File: config.mk
export PLATFORM = sky130hd
export DESIGN_NAME = afe_div
export DESIGN_NICKNAME = d
export VERILOG_FILES = /design/src/afe_pkg.sv /design/src/afe_div.sv
export SDC_FILE = /design/constraint.sdc
export NUM_CORES = 1
export LEC_CHECK = 0
export ABC_AREA = 1
export BUFFER_PORTS_ARGS = -buffer_cell sky130_fd_sc_hd__buf_2
export CAP_MARGIN = 20
export CORE_ASPECT_RATIO = 0.5
export CORE_MARGIN = 2
export CORE_UTILIZATION = 50
export DETAILED_ROUTE_END_ITERATION = 6
export MAX_ROUTING_LAYER = met4
export PLACE_DENSITY = 0.75
export RECOVER_POWER = 50
export SETUP_SLACK_MARGIN = 0.1
export SLEW_MARGIN = 20
export SYNTH_ARGS = -nofsm -noshare
export SYNTH_HDL_FRONTEND = slang
export SYNTH_SLANG_ARGS = --single-unit
File: constraint.sdc
create_clock -name clk -period 12.6 [get_ports clk]
set_clock_uncertainty 0.2 [all_clocks]
set_input_delay 2.52 -clock clk [delete_from_list [all_inputs] [get_ports clk]]
set_output_delay 2.52 -clock clk [all_outputs]
set_load 0.01 [all_outputs]
File: src/afe_pkg.sv
// Shared types and constants for the audio fade and echo effect core.
`timescale 1ns / 1ps

package afe_pkg;

  localparam int IDX_W = 35;
  localparam int RATE_W = 17;
  localparam int CHAN_W = 4;
  localparam int FRAMES_W = 32;
  localparam int GAIN_W = 24;
  localparam int CFG_W = 32;
  localparam int CFG_IDX_W = 2;
  localparam int SPAN_W = 21;
  localparam int FADE_W = 23;
  localparam int TOTAL_W = 36;
  localparam int STEP_W = $clog2(IDX_W + 1);

  localparam logic [RATE_W-1:0] RATE_RESET = RATE_W'(48000);
  localparam logic [CHAN_W-1:0] CHAN_RESET = CHAN_W'(1);

  typedef enum logic [1:0] {
    MODE_FADE_IN  = 2'd0,
    MODE_FADE_OUT = 2'd1,
    MODE_INVERT   = 2'd2,
    MODE_ECHO     = 2'd3
  } effect_mode_t;

  typedef enum logic [CFG_IDX_W-1:0] {
    REG_MODE     = 2'd0,
    REG_RATE     = 2'd1,
    REG_CHANNELS = 2'd2,
    REG_FRAMES   = 2'd3
  } cfg_reg_t;

  typedef struct packed {
    logic busy;
    logic done;
  } div_stat_t;

endpackage

File: src/afe_div.sv
// Serial restoring divider, one quotient bit per cycle.
`timescale 1ns / 1ps

module afe_div #(
  parameter int VW = 23
) (
  input  logic                        clk,
  input  logic                        rst,
  input  logic                        start,
  input  logic [afe_pkg::IDX_W-1:0]   dividend,
  input  logic [VW-1:0]               init_rem,
  input  logic [VW-1:0]               divisor,
  input  logic [afe_pkg::STEP_W-1:0]  steps,
  output afe_pkg::div_stat_t          stat,
  output logic [afe_pkg::IDX_W-1:0]   quotient,
  output logic [VW-1:0]               remainder
);

  logic [afe_pkg::IDX_W-1:0]  dvd;
  logic [afe_pkg::STEP_W-1:0] cnt;
  logic [VW-1:0]              div_r;
  logic [VW:0]                trial;
  logic                       fits;

  // The partial remainder stays below the divisor, so one extra bit holds the shifted value.
  assign trial = {remainder, dvd[afe_pkg::IDX_W-1]};
  assign fits = trial >= {1'b0, div_r};

  always_ff @(posedge clk) begin
    if (rst) begin
      stat <= '0;
      cnt <= '0;
    end else begin
      // Done pulses for one cycle after the last step.
      stat.done <= !start && stat.busy && (cnt == afe_pkg::STEP_W'(1));
      if (start) begin
        remainder <= init_rem;
        dvd <= dividend;
        div_r <= divisor;
        quotient <= '0;
        cnt <= steps;
        stat.busy <= 1'b1;
      end else if (stat.busy) begin
        remainder <= fits ? VW'(trial - {1'b0, div_r}) : VW'(trial);
        dvd <= {dvd[afe_pkg::IDX_W-2:0], 1'b0};
        quotient <= {quotient[afe_pkg::IDX_W-2:0], fits};
        cnt <= cnt - 1'b1;
        if (cnt == afe_pkg::STEP_W'(1)) begin
          stat.busy <= 1'b0;
        end
      end
    end
  end

endmodule

==> summary.md, run 1 <==
| Metric | Value |
|---|---|
| Status | `complete, but fails checks` |
| Failing checks | `capacitance limit, slew limit` |
| Psw | `between 0.3 and 0.4 mW` |
| 1st-iter DRT viols | `between 400 and 500` |
| Pre-CTS setup slack | `between 7 and 8 ns` |
| Adder-Cell Fraction of Synth Area | `4.678%` |
| Worst Path Required | `12.71 ns` |
| Mapped cell area | `approximately 7100 um2` |
| CTS H-tree lvls | `4` |
| DRC | `0` |
| Share of the synthesized area in the top cell type | `between 40% and 50%` |
| Setup WS post-layout | `5.103 ns` |
| Layout area overhead | `19.94%` |
| Setup violators final | `0` |
| Hold Path Class | `reg2reg` |
| Pins Over Slew Limit | `between 150 and 200` |
| Worst-path cell chain | `clkbuf_4, clkbuf_1, inv_2, clkbuf_1, nand2_1, o21ai_0, o21ai_0, inv_1` |
| I/O Buffers | `between 100 and 150` |
| DP Cell Count | `~1,200` |
| DR vias/cell | `roughly 5` |
| PostCTS Resize Cnt | `0` |
| Max clock buf depth | `2` |
| Dpl hpwl | `around 12 mm` |
| Crit-path max FO | `101` |
| Die X | `about 170 um` |
| Synth top area cells | `edfxtp_1, nand2_1, inv_1, ha_1, nor2_1` |
| Max-Cap Viols | `3` |
| Lkg Pwr | `approximately 4.3 nW` |
| Cts-stage hold buffer count | `0` |
| CP Launch Type | `primary input` |
| Seq/Total Area, Yosys | `roughly half` |
| Pin count of the biggest net entering global routing | `102` |
| Vias in the first global route | `between 5,000 and 6,000` |
| Relative slew slack | `-179.3%` |
| CP peak stage delay | `between 2 and 3 ns` |
| Largest family of logic cells by synthesized area | `simple AND/OR/NAND/NOR gates` |
| Post-layout min period | `~7.5 ns` |
| Mux share of post-synthesis cell area | `0%` |
| Synthesized Nets | `~1,000` |
| RD Place Congestion | `around 0.93` |
| Warnings from Yosys | `0` |
| WP buf/inv | `5` |
| Global-route wire length before repair | `about 28 mm` |
| Core Rows | `30` |
| Most frequent cells in the layout | `nand2_1, inv_1, edfxtp_1, buf_2, nor2_1` |
| Final period utilization | `about three fifths` |
| P_int | `~0.86 mW` |
| Final wirelength | `17.56 mm` |
| Clock Power Share | `between 30% and 40%` |
| Post-synthesis cell type count | `32` |
| Placed cell area | `approximately 8000 um2` |
| Hold Vio Cnt, Final | `0` |
| Mapped Cells | `around 910` |
| Final hold slack | `0.2925 ns` |
| Postcts setup bufs | `0` |
| Routed Antenna Nets | `0` |
| Die Y-Extent | `~90 um` |
| Finished Layout Cells | `between 1,000 and 1,500` |
| Fin nets | `between 1,000 and 1,500` |
| CTS tree | `built` |
| Sequential Power Share | `about two fifths` |
| IO Count | `150` |
| TritonRoute pass-1 iters | `5` |
| Synth Area in XOR/XNOR | `under 10%` |
| Ant diodes | `0` |
| Synth Area in Compound Gates | `2.093%` |
| Yosys reg bits | `124` |
| Sw Ratio | `between 30% and 40%` |
| Area of the core | `around 14,000 um2` |
| Syn_area_per_cell | `7.827 um2` |
| Fmax | `between 100 and 150 MHz` |
| DR vias | `between 6,000 and 7,000` |
| Clk sinks | `roughly 120` |
| Reg clk slew, reported paths | `about 0.07 ns` |
| Crit path max-delay family | `buffers and inverters` |
| Mean routed wirelength per cell | `approximately 14 um` |
| Tot Pwr | `1.251 mW` |
| Post-Synth Simple-Gate Area | `between 30% and 40%` |
| Final instance area | `~8500 um2` |
| RSZ-0062 raised after global routing | `false` |
| Tightest Pin Transition | `roughly 4.2 ns` |
| Die area | `15,260 um2` |
| Combinational power share | `between 10% and 20%` |
| GR Overflow Total | `0` |
| Setup TNS | `0 ns` |
| Yosys top cell by area | `edfxtp_1` |
| Crit path arrival time | `approximately 7.6 ns` |
| Most common cell after layout, fill and taps aside | `nand2_1` |
| Crit. End Element | `flop` |
| Cell at the root of the clock tree | `clkbuf_16` |
| Initial antenna violation count | `0` |
| Clock latency on the worst-skew pair | `~0.42 ns` |
| Critical Path Slowest Stage Cell | `clkbuf_1` |
| Setup CP Type | `in2reg` |
| Share of cells above drive strength 1 | `around an eighth` |
| End-of-flow core utilization | `between 60% and 70%` |
| Initial core utilization | `around half` |
| GRT Total Usage | `approximately a quarter` |
| VDD IR-drop max | `between 0.00007 and 0.00008 V` |
| TritonCTS buffer count | `17` |
| Cell area power density | `~150 nW/um2` |
per-layer routing:
| metal | up-vias | track usage [%] | wire length [um] | share of wire, % |
|---|---|---|---|---|
| met2 | 200 | 38.85 | 7966 | 45 |
| li1 | 3139 | - | - | - |
| met5 | - | - | 0 | 0 |
| met1 | 2819 | 32.02 | 8294 | 47 |
| met4 | 0 | 5.855 | 153 | 0.87 |
| met3 | 16 | 4.768 | 1140 | 6.5 |
sequential cells by signal, indices dropped and copies added, names as in the netlist:
signal,cells
cnt,6
div_r,23
dvd,35
quotient,35
remainder,23
stat,2
worst reg2reg max path, stage by stage, from the launching register on:
cell,delay [ns]
dfxtp_1,0.39
nor2_1,0.13
nor2_1,1.35
buf_4,0.94
power groups by stage:
stage                     logic, mW  registers [mW]  clock network (mW)
after CTS                     0.250           0.505               0.501
after global placement        0.242           0.512                   0
after detailed placement      0.247           0.513                   0
after global routing          0.281           0.508               0.517
final                         0.249           0.505               0.497
after floorplan               0.165           0.519                   0
layout make-up:
type	count	area, um2
Inverter	174	653.1
Sequential cell	124	3643
Clock buffer	17	425.4
Fill cell	1263	5205
Timing Repair Buffer	153	693.2
Tap cell	192	240.2
Clock inverter	15	165.2
Multi-Input combinational cell	588	2713
synth_stat cells, drive strengths merged:
| cell type | count |
|---|---|
| a21oi | 16 |
| a22oi | 1 |
| a31oi | 4 |
| and2 | 2 |
| buf | 9 |
| clkbuf | 14 |
| clkinv | 1 |
| dfxtp | 8 |
| edfxtp | 116 |
| fa | 1 |
| ha | 25 |
| inv | 173 |
| nand2 | 379 |
| nand3 | 45 |
| nand3b | 1 |
| nand4 | 26 |
| nor2 | 70 |
| nor3 | 2 |
| nor4 | 1 |
| o21a | 1 |
| o21ai | 5 |
| xnor2 | 5 |
| xor2 | 4 |
final timing paths:
check | from | slack (ns) | to | cells after the start
setup reg to reg | stat[1]$_SDFF_PP0_ | 9.17 | remainder[1]$_DFFE_PP_ | 3
setup / recovery | start | 5.10 | cnt[1]$_SDFFE_PP0N_ | 8
hold / removal | cnt[4]$_SDFFE_PP0N_ | 0.29 | cnt[4]$_SDFFE_PP0N_ | 2
hold reg to reg | cnt[4]$_SDFFE_PP0N_ | 0.29 | cnt[4]$_SDFFE_PP0N_ | 2
kinds of logic (layout without fill, tap and decap cells):
group	count (synthesis)	after routing
and+or+nand+nor	526	526
buffers and inverters	197	359
DFF	124	124
AOI/OAI and AO/OA	27	27
adders and majority gates	26	26
xor gates and xnor gates	9	9
(Power assumes the default switching activity.)
==> run 2, diff against run 1 <==
==> constraint.sdc (replaced) <==
create_clock -name clk -period 7 [get_ports clk]
set_clock_uncertainty 0.2 [all_clocks]
set_input_delay 1.4 -clock clk [delete_from_list [all_inputs] [get_ports clk]]
set_output_delay 1.4 -clock clk [all_outputs]
set_load 0.01 [all_outputs]
==> run 2 against run 1 <==
Net effect:
- setup slack lost 2.7 ns
- critical path depth shrank 4
- critical endpoint is now remainder[19]$_DFFE_PP_
- the flow still finishes with violations (capacitance limit, slew limit)
- clock power grew 74%
- largest cell class unchanged
- global-route usage is essentially flat
- critical path type unchanged
==> summary.md, run 2 (synthesis results as in run 1) <==
| Metric | Value |
|---|---|
| Critical Path Slowest Stage Cell | `nor2_1` |
| Pre-CTS setup slack | `2.793 ns` |
| Status | `complete, but fails checks` |
| Post-layout min period | `4.577 ns` |
| Most common cell after layout, fill and taps aside | `nand2_1` |
| CP peak stage delay | `1.34 ns` |
| Worst R2R Start | `stat[1]$_SDFF_PP0_` |
| CTS H-tree lvls | `4` |
| GRT Total Usage | `between 20% and 30%` |
| Share of cells above drive strength 1 | `12.42%` |
| Psw | `0.7054 mW` |
| FF-to-FF path depth | `3` |
| Die X | `between 150 and 200 um` |
| Routed Antenna Nets | `0` |
| PostCTS Resize Cnt | `0` |
| Setup WS post-layout | `~2.4 ns` |
| Setup violators final | `0` |
| CTS tree | `built` |
| Setup CP Type | `in2reg` |
| Crit path max-delay family | `simple AND/OR/NAND/NOR gates` |
| DP Cell Count | `~1,200` |
| Clock latency on the worst-skew pair | `0.43 ns` |
| Die Y-Extent | `about 90 um` |
| End-of-flow core utilization | `61.95%` |
| WHS Path Cells | `2` |
| Setup TNS | `0 ns` |
| DR vias/cell | `just under 5` |
| DR vias | `roughly 6,200` |
| Pins Over Slew Limit | `about 120` |
| Hold Vio Cnt, Final | `0` |
| Ant diodes | `0` |
| Sw Ratio | `around a third` |
| Final instance area | `approximately 8500 um2` |
| Combinational power share | `between 10% and 20%` |
| Vias in the first global route | `between 5,000 and 6,000` |
| Cts-stage hold buffer count | `0` |
| RSZ-0062 raised after global routing | `false` |
| Max-Cap Viols | `3` |
| P_int | `1.505 mW` |
| Initial core utilization | `between 50% and 60%` |
| Area of the core | `~14,000 um2` |
| Clk sinks | `~120` |
| Worst-path cell chain | `buf_4, nor2_1, nor2_1, buf_4` |
| Sequential Power Share | `41.1%` |
| DRC | `0` |
| Die area | `between 15,000 and 20,000 um2` |
| Core Rows | `30` |
| Max clock buf depth | `2` |
| Worst R2R End | `remainder[19]$_DFFE_PP_` |
| Clock Power Share | `a little under 40%` |
| TritonRoute pass-1 iters | `5` |
| Postcts setup bufs | `0` |
| Cell at the root of the clock tree | `clkbuf_16` |
| CP Launch Type | `primary input` |
| Fin nets | `1,174` |
| Crit path depth | `4` |
| Critical Path Start | `start` |
| Crit path arrival time | `about 4.4 ns` |
| 1st-iter DRT viols | `between 500 and 600` |
| Initial antenna violation count | `0` |
| Pin count of the biggest net entering global routing | `73` |
| Most frequent cells in the layout | `nand2_1, inv_1, edfxtp_1, buf_2, nor2_1` |
| Regs by FF count | `dvd (35), quotient (35)` |
| Final wirelength | `between 15 and 20 mm` |
| RD Place Congestion | `0.9383` |
| Reg clk slew, reported paths | `~0.060 ns` |
| Tot Pwr | `around 2.2 mW` |
| Dpl hpwl | `roughly 12 mm` |
| Layout area overhead | `19.63%` |
| Placed cell area | `between 8000 and 9000 um2` |
| Fmax | `approximately 220 MHz` |
| I/O Buffers | `between 100 and 150` |
| CP endpoint | `remainder[19]$_DFFE_PP_` |
| Relative slew slack | `-41.14%` |
| Lkg Pwr | `between 4 and 5 nW` |
| VDD IR-drop max | `~0.00016 V` |
| Final hold slack | `between 0.2 and 0.3 ns` |
| GR Overflow Total | `0` |
| Crit. End Element | `flop` |
| Mean routed wirelength per cell | `13.73 um` |
| Failing checks | `capacitance limit, slew limit` |
| Global-route wire length before repair | `roughly 28 mm` |
| IO Count | `150` |
| Tightest Pin Transition | `~2.1 ns` |
| Hold Path Class | `reg2reg` |
| Final period utilization | `about two thirds` |
| Cell area power density | `roughly 260 nW/um2` |
| Crit-path max FO | `72` |
| TritonCTS buffer count | `17` |
| Worst Path Required | `just under 7 ns` |
| R2R Setup Slk | `between 3 and 4 ns` |
| WP buf/inv | `2` |
| Finished Layout Cells | `about 1,300` |
| HP Start | `cnt[5]$_SDFFE_PP0N_` |
run 2: cell types whose count changed in the layout (fill, tap and decap cells not counted):
| cell | previous run | this run |
|---|---|---|
| bufinv_16 | 1 | 0 |
| buf_4 | 2 | 3 |
| inv_2 | 2 | 1 |
| clkbuf_4 | 1 | 0 |
| inv_8 | 7 | 6 |
| clkinv_2 | 1 | 0 |
| inv_1 | 172 | 173 |
| clkinvlp_4 | 1 | 3 |
| clkinv_4 | 0 | 1 |
run 2: tightest hold or removal path: cells and delay by family, from the launching register on:
kind             cells  cell delay, ns
AO/OA/AOI/OAI        1            0.07
AND/OR/NAND/NOR      1            0.06
flip-flops           1            0.31
run 2: how the worst min path moves through the flow:
stage,to,slack [ns]
3_3_place_gp,cnt[4]$_SDFFE_PP0N_,0.28
4_1_cts,cnt[5]$_SDFFE_PP0N_,0.30
3_5_place_dp,cnt[5]$_SDFFE_PP0N_,0.29
2_1_floorplan,cnt[4]$_SDFFE_PP0N_,0.26
6_report,cnt[5]$_SDFFE_PP0N_,0.30
5_1_grt,cnt[5]$_SDFFE_PP0N_,0.33
run 2: layer usage:
layer,global-route usage (%),routed length (um)
met5,-,0
met4,6.703,245
met3,4.510,962
met2,40.01,7950
met1,31.13,8186
run 2: power by group through the flow:
stage | logic [mW] | registers [mW] | clock network (mW)
2_1_floorplan | 0.297 | 0.934 | 0
3_3_place_gp | 0.431 | 0.921 | 0
3_5_place_dp | 0.441 | 0.923 | 0
4_1_cts | 0.444 | 0.908 | 0.870
5_1_grt | 0.501 | 0.915 | 0.904
6_report | 0.440 | 0.909 | 0.863
run 2: area by class of cell:
class | count | area, um2
multi-input combinational | 588 | 2713
clock buffer | 17 | 425.4
timing repair buffer | 153 | 693.2
clock inverter | 15 | 142.6
sequential | 124 | 3643
inverter | 174 | 653.1
fill | 1246 | 5228
tap | 192 | 240.2
